--- config.mk ---
export PLATFORM = sky130hd
export DESIGN_NAME = iq_frame_activity_gate_core
export DESIGN_NICKNAME = d
export VERILOG_FILES = /design/src/rtl/core/iqfag_pkg.sv /design/src/rtl/core/iq_frame_activity_gate_core.sv
export SDC_FILE = /design/constraint.sdc
export NUM_CORES = 1
export LEC_CHECK = 0
export BUFFER_PORTS_ARGS = -buffer_cell sky130_fd_sc_hd__buf_4
export CORE_MARGIN = 2
export CORE_UTILIZATION = 59
export CTS_CLUSTER_SIZE = 14
export DETAILED_ROUTE_END_ITERATION = 7
export PLACE_DENSITY = 0.82
export SLEW_MARGIN = 10
export SYNTH_ARGS = -nofsm -noshare
export SYNTH_HDL_FRONTEND = slang
export SYNTH_SLANG_ARGS = --single-unit
--- constraint.sdc ---
create_clock -name clk -period 10.9 [get_ports clk]
set_input_delay 0.545 -clock clk [delete_from_list [all_inputs] [get_ports clk]]
set_output_delay 0.545 -clock clk [all_outputs]
set_load 0.005 [all_outputs]
--- src/rtl/core/iqfag_pkg.sv ---
`timescale 1ns / 1ps

package iqfag_pkg;

	localparam int SAMPLE_BITS   = 16;
	localparam int IQ_WIDTH      = 16;
	localparam int PEAK_WIDTH    = 16;
	localparam int HANG_WIDTH    = 8;
	localparam int FRAME_WIDTH   = 32;
	localparam int CFG_WIDTH     = 16;
	localparam int CFG_IDX_WIDTH = 2;

	localparam logic [PEAK_WIDTH-1:0] THRESHOLD_RESET = PEAK_WIDTH'(100);
	localparam logic [HANG_WIDTH-1:0] HANGOVER_RESET  = HANG_WIDTH'(2);

	typedef enum logic [CFG_IDX_WIDTH-1:0] {
		REG_PEAK_THRESHOLD  = 2'd0,
		REG_HANGOVER_LENGTH = 2'd1
	} cfg_reg_t;

	typedef enum logic {
		REQ_SAMPLE = 1'b0,
		REQ_PAUSE  = 1'b1
	} req_type_t;

	// Magnitude of the low SAMPLE_BITS bits taken as two's complement.
	// The most negative code maps to its full positive value.
	function automatic logic [PEAK_WIDTH-1:0] sample_magnitude(input logic [IQ_WIDTH-1:0] raw);
		logic [SAMPLE_BITS-1:0] v;
		logic [SAMPLE_BITS-1:0] m;
		v = raw[SAMPLE_BITS-1:0];
		if (v[SAMPLE_BITS-1]) begin
			m = ~v + 1'b1;
		end else begin
			m = v;
		end
		return PEAK_WIDTH'(m);
	endfunction

endpackage

--- src/rtl/core/iq_frame_activity_gate_core.sv ---
`timescale 1ns / 1ps
// Result path: the last sample of a frame, once accepted, is held in the input register, and
// from there its result word is loaded into the result register when the output is not stalled.
// Throughput: one input word per cycle; the input stalls only while a result word is held
// by a stalled output and the word in the input register would produce another one.
// Reset: arst_n low clears all control and gate state and loads the register defaults.

module iq_frame_activity_gate_core
	import iqfag_pkg::*;
(
	input  logic                          clk,
	input  logic                          arst_n,

	input  logic                          cfg_we,
	input  logic [CFG_IDX_WIDTH-1:0]      cfg_index,
	input  logic [CFG_WIDTH-1:0]          cfg_data,

	input  logic                          sample_valid,
	output logic                          sample_stall,
	input  logic                          req_type,
	input  logic signed [IQ_WIDTH-1:0]    i_value,
	input  logic signed [IQ_WIDTH-1:0]    q_value,
	input  logic                          frame_end,

	output logic                          result_valid,
	input  logic                          result_stall,
	output logic [FRAME_WIDTH-1:0]        frame_number,
	output logic [PEAK_WIDTH-1:0]         frame_peak,
	output logic                          frame_active,
	output logic                          send_preroll,
	output logic [FRAME_WIDTH-1:0]        preroll_number,
	output logic                          send_frame
);

	logic [PEAK_WIDTH-1:0]  peak_threshold_q;
	logic [HANG_WIDTH-1:0]  hangover_length_q;

	logic                   valid_s1;
	logic                   req_type_s1;
	logic [IQ_WIDTH-1:0]    i_value_s1;
	logic [IQ_WIDTH-1:0]    q_value_s1;
	logic                   frame_end_s1;

	logic [PEAK_WIDTH-1:0]  running_peak_q;
	logic [FRAME_WIDTH-1:0] frame_counter_q;
	logic [HANG_WIDTH-1:0]  hangover_left_q;
	logic                   previous_seen_q;
	logic                   sent_seen_q;
	logic [FRAME_WIDTH-1:0] last_sent_number_q;

	logic                   result_valid_q;

	logic                   in_accept;
	logic                   is_pause;
	logic                   produce;
	logic                   advance;
	logic [PEAK_WIDTH-1:0]  mag_i;
	logic [PEAK_WIDTH-1:0]  mag_q;
	logic [PEAK_WIDTH-1:0]  peak_mid;
	logic [PEAK_WIDTH-1:0]  peak_new;
	logic                   active;
	logic [FRAME_WIDTH-1:0] prev_number;
	logic                   preroll;
	logic                   send;

	always_comb begin
		is_pause    = (req_type_s1 == REQ_PAUSE);
		produce     = !is_pause && frame_end_s1;
		advance     = valid_s1 && (!produce || !result_valid_q || !result_stall);
		mag_i       = sample_magnitude(i_value_s1);
		mag_q       = sample_magnitude(q_value_s1);
		peak_mid    = (mag_i > running_peak_q) ? mag_i : running_peak_q;
		peak_new    = (mag_q > peak_mid) ? mag_q : peak_mid;
		active      = (peak_new >= peak_threshold_q);
		prev_number = frame_counter_q - 1'b1;
		preroll     = active && previous_seen_q &&
		              (!sent_seen_q || (last_sent_number_q != prev_number));
		send        = active || (hangover_left_q != '0);
	end

	assign sample_stall = valid_s1 && produce && result_valid_q && result_stall;
	assign in_accept    = sample_valid && !sample_stall;

	always_ff @(posedge clk or negedge arst_n) begin
		if (!arst_n) begin
			peak_threshold_q  <= THRESHOLD_RESET;
			hangover_length_q <= HANGOVER_RESET;
		end else if (cfg_we) begin
			case (cfg_index)
				REG_PEAK_THRESHOLD:  peak_threshold_q  <= cfg_data[PEAK_WIDTH-1:0];
				REG_HANGOVER_LENGTH: hangover_length_q <= cfg_data[HANG_WIDTH-1:0];
				default: ;
			endcase
		end
	end

	always_ff @(posedge clk or negedge arst_n) begin
		if (!arst_n) begin
			valid_s1 <= 1'b0;
		end else if (in_accept) begin
			valid_s1 <= 1'b1;
		end else if (advance) begin
			valid_s1 <= 1'b0;
		end
	end

	always_ff @(posedge clk) begin
		if (in_accept) begin
			req_type_s1  <= req_type;
			i_value_s1   <= i_value;
			q_value_s1   <= q_value;
			frame_end_s1 <= frame_end;
		end
	end

	always_ff @(posedge clk or negedge arst_n) begin
		if (!arst_n) begin
			running_peak_q     <= '0;
			frame_counter_q    <= '0;
			hangover_left_q    <= '0;
			previous_seen_q    <= 1'b0;
			sent_seen_q        <= 1'b0;
			last_sent_number_q <= '0;
		end else if (advance) begin
			if (is_pause) begin
				running_peak_q  <= '0;
				hangover_left_q <= '0;
				previous_seen_q <= 1'b0;
				sent_seen_q     <= 1'b0;
			end else if (!frame_end_s1) begin
				running_peak_q <= peak_new;
			end else begin
				running_peak_q  <= '0;
				frame_counter_q <= frame_counter_q + 1'b1;
				previous_seen_q <= 1'b1;
				if (active) begin
					hangover_left_q <= hangover_length_q;
				end else if (hangover_left_q != '0) begin
					hangover_left_q <= hangover_left_q - 1'b1;
				end
				if (send) begin
					last_sent_number_q <= frame_counter_q;
					sent_seen_q        <= 1'b1;
				end else if (preroll) begin
					last_sent_number_q <= prev_number;
					sent_seen_q        <= 1'b1;
				end
			end
		end
	end

	always_ff @(posedge clk or negedge arst_n) begin
		if (!arst_n) begin
			result_valid_q <= 1'b0;
		end else if (advance && produce) begin
			result_valid_q <= 1'b1;
		end else if (!result_stall) begin
			result_valid_q <= 1'b0;
		end
	end

	always_ff @(posedge clk) begin
		if (advance && produce) begin
			frame_number   <= frame_counter_q;
			frame_peak     <= peak_new;
			frame_active   <= active;
			send_preroll   <= preroll;
			preroll_number <= preroll ? prev_number : '0;
			send_frame     <= send;
		end
	end

	assign result_valid = result_valid_q;

endmodule

Yosys cells after proc, flatten, opt, wreduce, memory -nomap -nowiden

Cells that the tools add are included.

Register bits: 233
Bits of input ports: 57
Output and inout bits: 85
Logic and storage cells: 89

Add/subtract/negate cells: 5
Order comparisons: 3
Equality and inequality tests: 3
Muxes and demuxes: 22
Bitwise operators: 3
Reductions and logical operators: 33

Operators by type and width:

| operator                                           | count |
|---|---|
| two-way mux 16 bit                                 | 6 |
| two-way mux 32 bit                                 | 2 |
| adder 16 x 1 -> 16 bit, second input constant      | 2 |
| adder 32 x 1 -> 32 bit, second input constant      | 1 |
| greater-than comparator 16 bit                     | 2 |
| two-way mux 8 bit                                  | 4 |
| != test 32 bit                                     | 1 |
| inverter 16 bit                                    | 2 |
| subtractor 32 x 1 -> 32 bit, second input constant | 1 |
| >= comparator 16 bit                               | 1 |
| two-way mux 1 bit                                  | 10 |
| logical AND 1 bit                                  | 9 |
| AND reduction 3 bit                                | 3 |
| nonzero test 8 bit                                 | 1 |
| subtractor 8 x 1 -> 8 bit, second input constant   | 1 |
| logical NOT 1 bit                                  | 6 |
| AND reduction 2 bit                                | 3 |
| nonzero test 2 bit                                 | 3 |
| nonzero test 3 bit                                 | 2 |
| logical OR 1 bit                                   | 4 |
| AND reduction 4 bit                                | 1 |
| == test 2 x 1 -> 1 bit, second input constant      | 1 |
| logical NOT 2 bit                                  | 1 |
| != test 2 x 1 -> 1 bit, second input constant      | 1 |
| inverter 1 bit                                     | 1 |

Logic depth before layout (Yosys ltp)

Word-level depth: 14
Depth in mapped cells: 38
Depth with buffers taken out: 33

Worst setup path before layout

OpenSTA, ideal clock, no wires.

Path type: register -> register
Start: reg i_value_s1[0]
End: reg last_sent_number_q[10]
Library setup time: 0.125 ns
Arrival: 8.419 ns
Data required time: 10.775 ns
Path slack: 2.356 ns
Cell stages (with the launch flop): 34
Path buffers: 5
Period minus slack after synthesis: 8.544 ns
Cell sequence: edfxtp_1 > inv_1 > nand2_1 > or4b_2 > nand2b_1 > o41ai_1 > xnor2_1 > ha_1 > nand2_1 > or3_1 > o21bai_1 > a31oi_1 > clkbuf_1 > mux2i_1 > ha_1 > nor2b_1 > o21a_1 > o21a_1 > o221ai_1 > a21boi_0 > o21ai_0 > buf_1 > clkbuf_1 > mux2i_1 > ha_1 > nand4_1 > nor2_1 > a211oi_1 > o21ai_0 > a41o_1 > clkbuf_1 > o31ai_1 > clkbuf_1 > mux2_2

Longest elaborated chain between the ends: 12
Elaborated cells between the ends (all ways): 14
Classes of those cells: add/sub (1); order compare (3); mux (4); bitwise (1); reduce/logical (5)

RTL lines:

| item                            | line                               | text |
|---|---|---|
| from (decl)                     | iq_frame_activity_gate_core.sv:40  | `logic [IQ_WIDTH-1:0] i_value_s1;` |
| from (signal assigned)          | iq_frame_activity_gate_core.sv:110 | `i_value_s1 <= i_value;` |
| inverter 16 bit                 | iqfag_pkg.sv:33                    | `m = ~v + 1'b1;` |
| adder 16 x 1 -> 16 bit          | iqfag_pkg.sv:33                    |  |
| two-way mux 16 bit (*)          | iqfag_pkg.sv:32                    | `if (v[SAMPLE_BITS-1]) begin` |
| greater-than comparator 16 bit  | iq_frame_activity_gate_core.sv:72  | `peak_mid = (mag_i > running_peak_q) ? mag_i : running_peak_q;` |
| two-way mux 16 bit (*)          | iq_frame_activity_gate_core.sv:72  |  |
| greater-than comparator 16 bit  | iq_frame_activity_gate_core.sv:73  | `peak_new = (mag_q > peak_mid) ? mag_q : peak_mid;` |
| two-way mux 16 bit (*)          | iq_frame_activity_gate_core.sv:73  |  |
| net peak_new[11]                | iq_frame_activity_gate_core.sv:60  | `logic [PEAK_WIDTH-1:0] peak_new;` |
| >= comparator 16 bit (*)        | iq_frame_activity_gate_core.sv:74  | `active = (peak_new >= peak_threshold_q);` |
| logical AND 1 bit (2 in series) | iq_frame_activity_gate_core.sv:76  | `preroll = active && previous_seen_q &&` |
| nonzero test 2 bit (no line)    | -                                  |  |
| AND reduction 4 bit (no line)   | -                                  |  |
| to (signal assigned)            | iq_frame_activity_gate_core.sv:142 | `last_sent_number_q <= frame_counter_q;` |
| to (signal assigned)            | iq_frame_activity_gate_core.sv:145 | `last_sent_number_q <= prev_number;` |
| to (decl)                       | iq_frame_activity_gate_core.sv:49  | `logic [FRAME_WIDTH-1:0] last_sent_number_q;` |

Mark *: on every way through the listed nets, which the timed path passes. The rest lies on a longest branch.
A chain may end at the register's enable or synchronous reset.

Final worst setup path

Start: reg i_value_s1[0]
End: reg last_sent_number_q[26]

Same word-level chain as after synthesis.

==> impl_metrics.json <==
{
  "combPwrFrac": 0.280,
  "antenna_found_initial": 0,
  "rr_worst_depth": 31,
  "clkSinkCount": 233,
  "ys_seq_area_frac": 0.510,
  "insertion_delay_ns": 0.54,
  "crit_path_start": "i_value_s1[0]$_DFFE_PP_",
  "max_freq_mhz": 106,
  "overflow": 0,
  "p_sw_uw": 875,
  "clockPowerShare": 0.310,
  "grt_util_all_layers": 0.258,
  "drv_slew": 0,
  "vdd_drop_max_mv": 0.123,
  "dp.cells": 1492,
  "async_flop_share": 0.498,
  "cts_setup_buffers": 0,
  "first_pass_iters": 5,
  "place_congestion": 0.908,
  "antenna_cells": 0,
  "vias": 9173,
  "cts_made_buffers": 25,
  "slew_headroom": 0.351,
  "rsz0062_at_grt": "no",
  "fp.dieArea_mm2": 0.0225,
  "nets": 1354,
  "worst_pin_slew_ns": 0.971,
  "hold_buffers": 0,
  "status": "finished clean",
  "start_util": 0.600,
  "viasPerCell": 5.97,
  "io_buffers": 141,
  "ys_seq_elements": 233,
  "synthCells": 1128,
  "required_ns": 11.31,
  "fillers": 1551,
  "seqPwrFrac": 0.410,
  "cp-start-kind": "flop",
  "drc": 0,
  "multi_input_area_mm2": 0.00563,
  "yosysUniqueCellTypes": 77,
  "cts_tree": "yes",
  "power_density_mw_per_mm2": 186,
  "drive_gt1_frac": 0.218,
  "swShare": 0.322,
  "hold_slack_ns": 0.101,
  "max_stage_delay_ns": 0.69,
  "crit_slowest_cell": "or4b_2",
  "cts-htree-levels": 1,
  "setup_violations": 0,
  "fin_skew_ns": 0.0189,
  "end_kind": "flop",
  "final_antenna_net_count": 0,
  "hp-class": "in -> async",
  "cap_viol_max_count": 0,
  "power_leakage_uw": 0.00616,
  "path_class": "reg -> reg",
  "row_count": 53,
  "synth_nets": 1238,
  "ff2ff_setup_slack_ns": 1.44,
  "final_cells": 1537,
  "finalCritPeriodShare": 0.868,
  "finalHoldViolCount": 0,
  "cts_buffer_depth": 3,
  "r2r-start": "i_value_s1[0]$_DFFE_PP_",
  "die_h_um": 150,
  "syn_to_final_growth_pct": 16.3,
  "internal_power_uw": 1840,
  "synth_top_flop_cell": "edfxtp_1",
  "syn-cell-area_mm2": 0.0126,
  "setup_tns_ns": 0,
  "synth_edf_count": 117,
  "routed_wl_um": 28600,
  "grt_max_degree": 66,
  "grt_pass1_wl_um": 45700,
  "io_pins": 142,
  "min_period_ns": 9.46,
  "cts.clk_slew.worst_paths_ns": 0.07,
  "finalPower_uw": 2720,
  "crit_arrival_ns": 9.86,
  "die_x_um": 150,
  "coreArea_mm2": 0.0210,
  "seq_area_mm2": 0.00642,
  "avgRoutedWirePerCell_um": 18.6,
  "clockRootBuffer": "clkbuf_16",
  "placed_cell_area_mm2": 0.0138,
  "post_cts_resized": 0,
  "dp_hpwl_um": 20400,
  "worstPathMaxFanout": 44,
  "drtIter0Drc": 803,
  "avgSynthCellArea_um2": 11.2,
  "fin_area_mm2": 0.0146,
  "first_global_vias": 8693,
  "yosysWarningCount": 0,
  "r2r-end": "last_sent_number_q[26]$_DFFE_PN0P_"
}
-- cell usage after synthesis, types with 14 or more instances --
library cell  count  share of area
ha_1             53          0.053
clkbuf_1         43          0.013
nand2b_1         16         0.0080
o221ai_1         17          0.012
nand4_1          26          0.013
nor3_2           27          0.021
edfxtp_1        117           0.28
o21ai_0          58          0.023
xnor2_1          72          0.050
nand2_1          87          0.026
nor3_1           27          0.011
nor2_1           42          0.013
mux2_2           34          0.030
a21oi_1          19         0.0076
nand3_1          30          0.012
xor2_1           31          0.022
inv_1            74          0.022
nor4_1           14         0.0070
dfrtp_1         112           0.22
mux2i_1          34          0.027
-- state kept, by name, indices dropped and copies added, names as in the netlist, 8 cells and up --
| name | count |
|---|---|
| frame_counter_q | 32 |
| frame_number | 32 |
| last_sent_number_q | 32 |
| preroll_number | 32 |
| frame_peak | 16 |
| i_value_s1 | 16 |
| peak_threshold_q | 16 |
| q_value_s1 | 16 |
| running_peak_q | 16 |
| hangover_left_q | 8 |
| hangover_length_q | 8 |
-- critical path: cells and delay by family (launching register included) --
kind                     cells  cell delay (ns)
AND/OR/NAND/NOR              6             1.60
buffers and inverters        4             1.29
adder cells (fa/ha/maj)      3             0.92
AO/OA/AOI/OAI               14             3.92
XOR/XNOR                     1             0.14
multiplexers                 3             1.05
flip-flops                   1             0.38
-- how the worst max path moves through the flow --
stage	to	slack, ns
finish	last_sent_number_q[26]$_DFFE_PN0P_	1.44
CTS	hangover_left_q[2]$_DFFE_PN0P_	1.40
floorplan	last_sent_number_q[10]$_DFFE_PN0P_	2.36
global placement	hangover_left_q[4]$_DFFE_PN0P_	1.79
detailed placement	hangover_left_q[6]$_DFFE_PN0P_	1.41
global route	last_sent_number_q[30]$_DFFE_PN0P_	0.84
-- placed cells by master, fill, tap and decap left out, types with 26 or more instances in the layout --
| master | count |
|---|---|
| mux2_2 | 34 |
| edfxtp_1 | 117 |
| nor3_1 | 27 |
| buf_4 | 153 |
| dfrtp_1 | 112 |
| mux2i_1 | 34 |
| nand2_1 | 86 |
| nand4_1 | 26 |
| nor2_1 | 42 |
| ha_1 | 53 |
| nor3_2 | 27 |
| xnor2_1 | 72 |
| inv_1 | 74 |
| nand3_1 | 30 |
| xor2_1 | 31 |
| o21ai_0 | 57 |
-- power by group through the flow --
stage / Clock [µW] / Combinational (µW) / Sequential [µW]
finish: 842 / 762 / 1110
global route: 894 / 841 / 1120
global placement: 0 / 731 / 1120
floorplan: 0 / 570 / 1090
CTS: 856 / 757 / 1110
detailed placement: 0 / 748 / 1130
-- cells by family (layout without fill, tap and decap cells) --
group / Yosys count / count (layout) / share of synthesized area
simple gates: 347 / 347 / 0.160
flops: 233 / 233 / 0.510
compound gates: 182 / 182 / 0.0985
buf+inv: 139 / 273 / 0.0453
xor+xnor: 105 / 105 / 0.0753
mux: 68 / 68 / 0.0575
fa+ha+maj: 54 / 54 / 0.0535
-- cell type report --
type / count / share of cell area
clock buffer: 34 / 0.0458
clock inverter: 11 / 0.00907
inverter: 75 / 0.0193
multi-input combinational: 756 / 0.385
sequential: 233 / 0.439
tap: 275 / 0.0235
timing repair buffer: 153 / 0.0785
-- per-stage QoR --
stage | utilization | setup WS (ns)
after CTS | 0.698 | 1.40
after detailed placement | 0.659 | 1.41
final | 0.698 | 1.44
after global placement | 0.659 | 1.79
after global routing | 0.698 | 0.838
after floorplan | - | 2.36
-- metal layers --
layer	share of wire	vias to the layer above	wire, µm	global-route usage
met5	0	-	0	0
met4	0.032	0	908	0.0910
met3	0.059	66	1700	0.0326
met2	0.50	357	14400	0.444
met1	0.41	4403	11600	0.336
li1	-	4347	-	-
No activity file was read; power rests on OpenSTA's default activity.
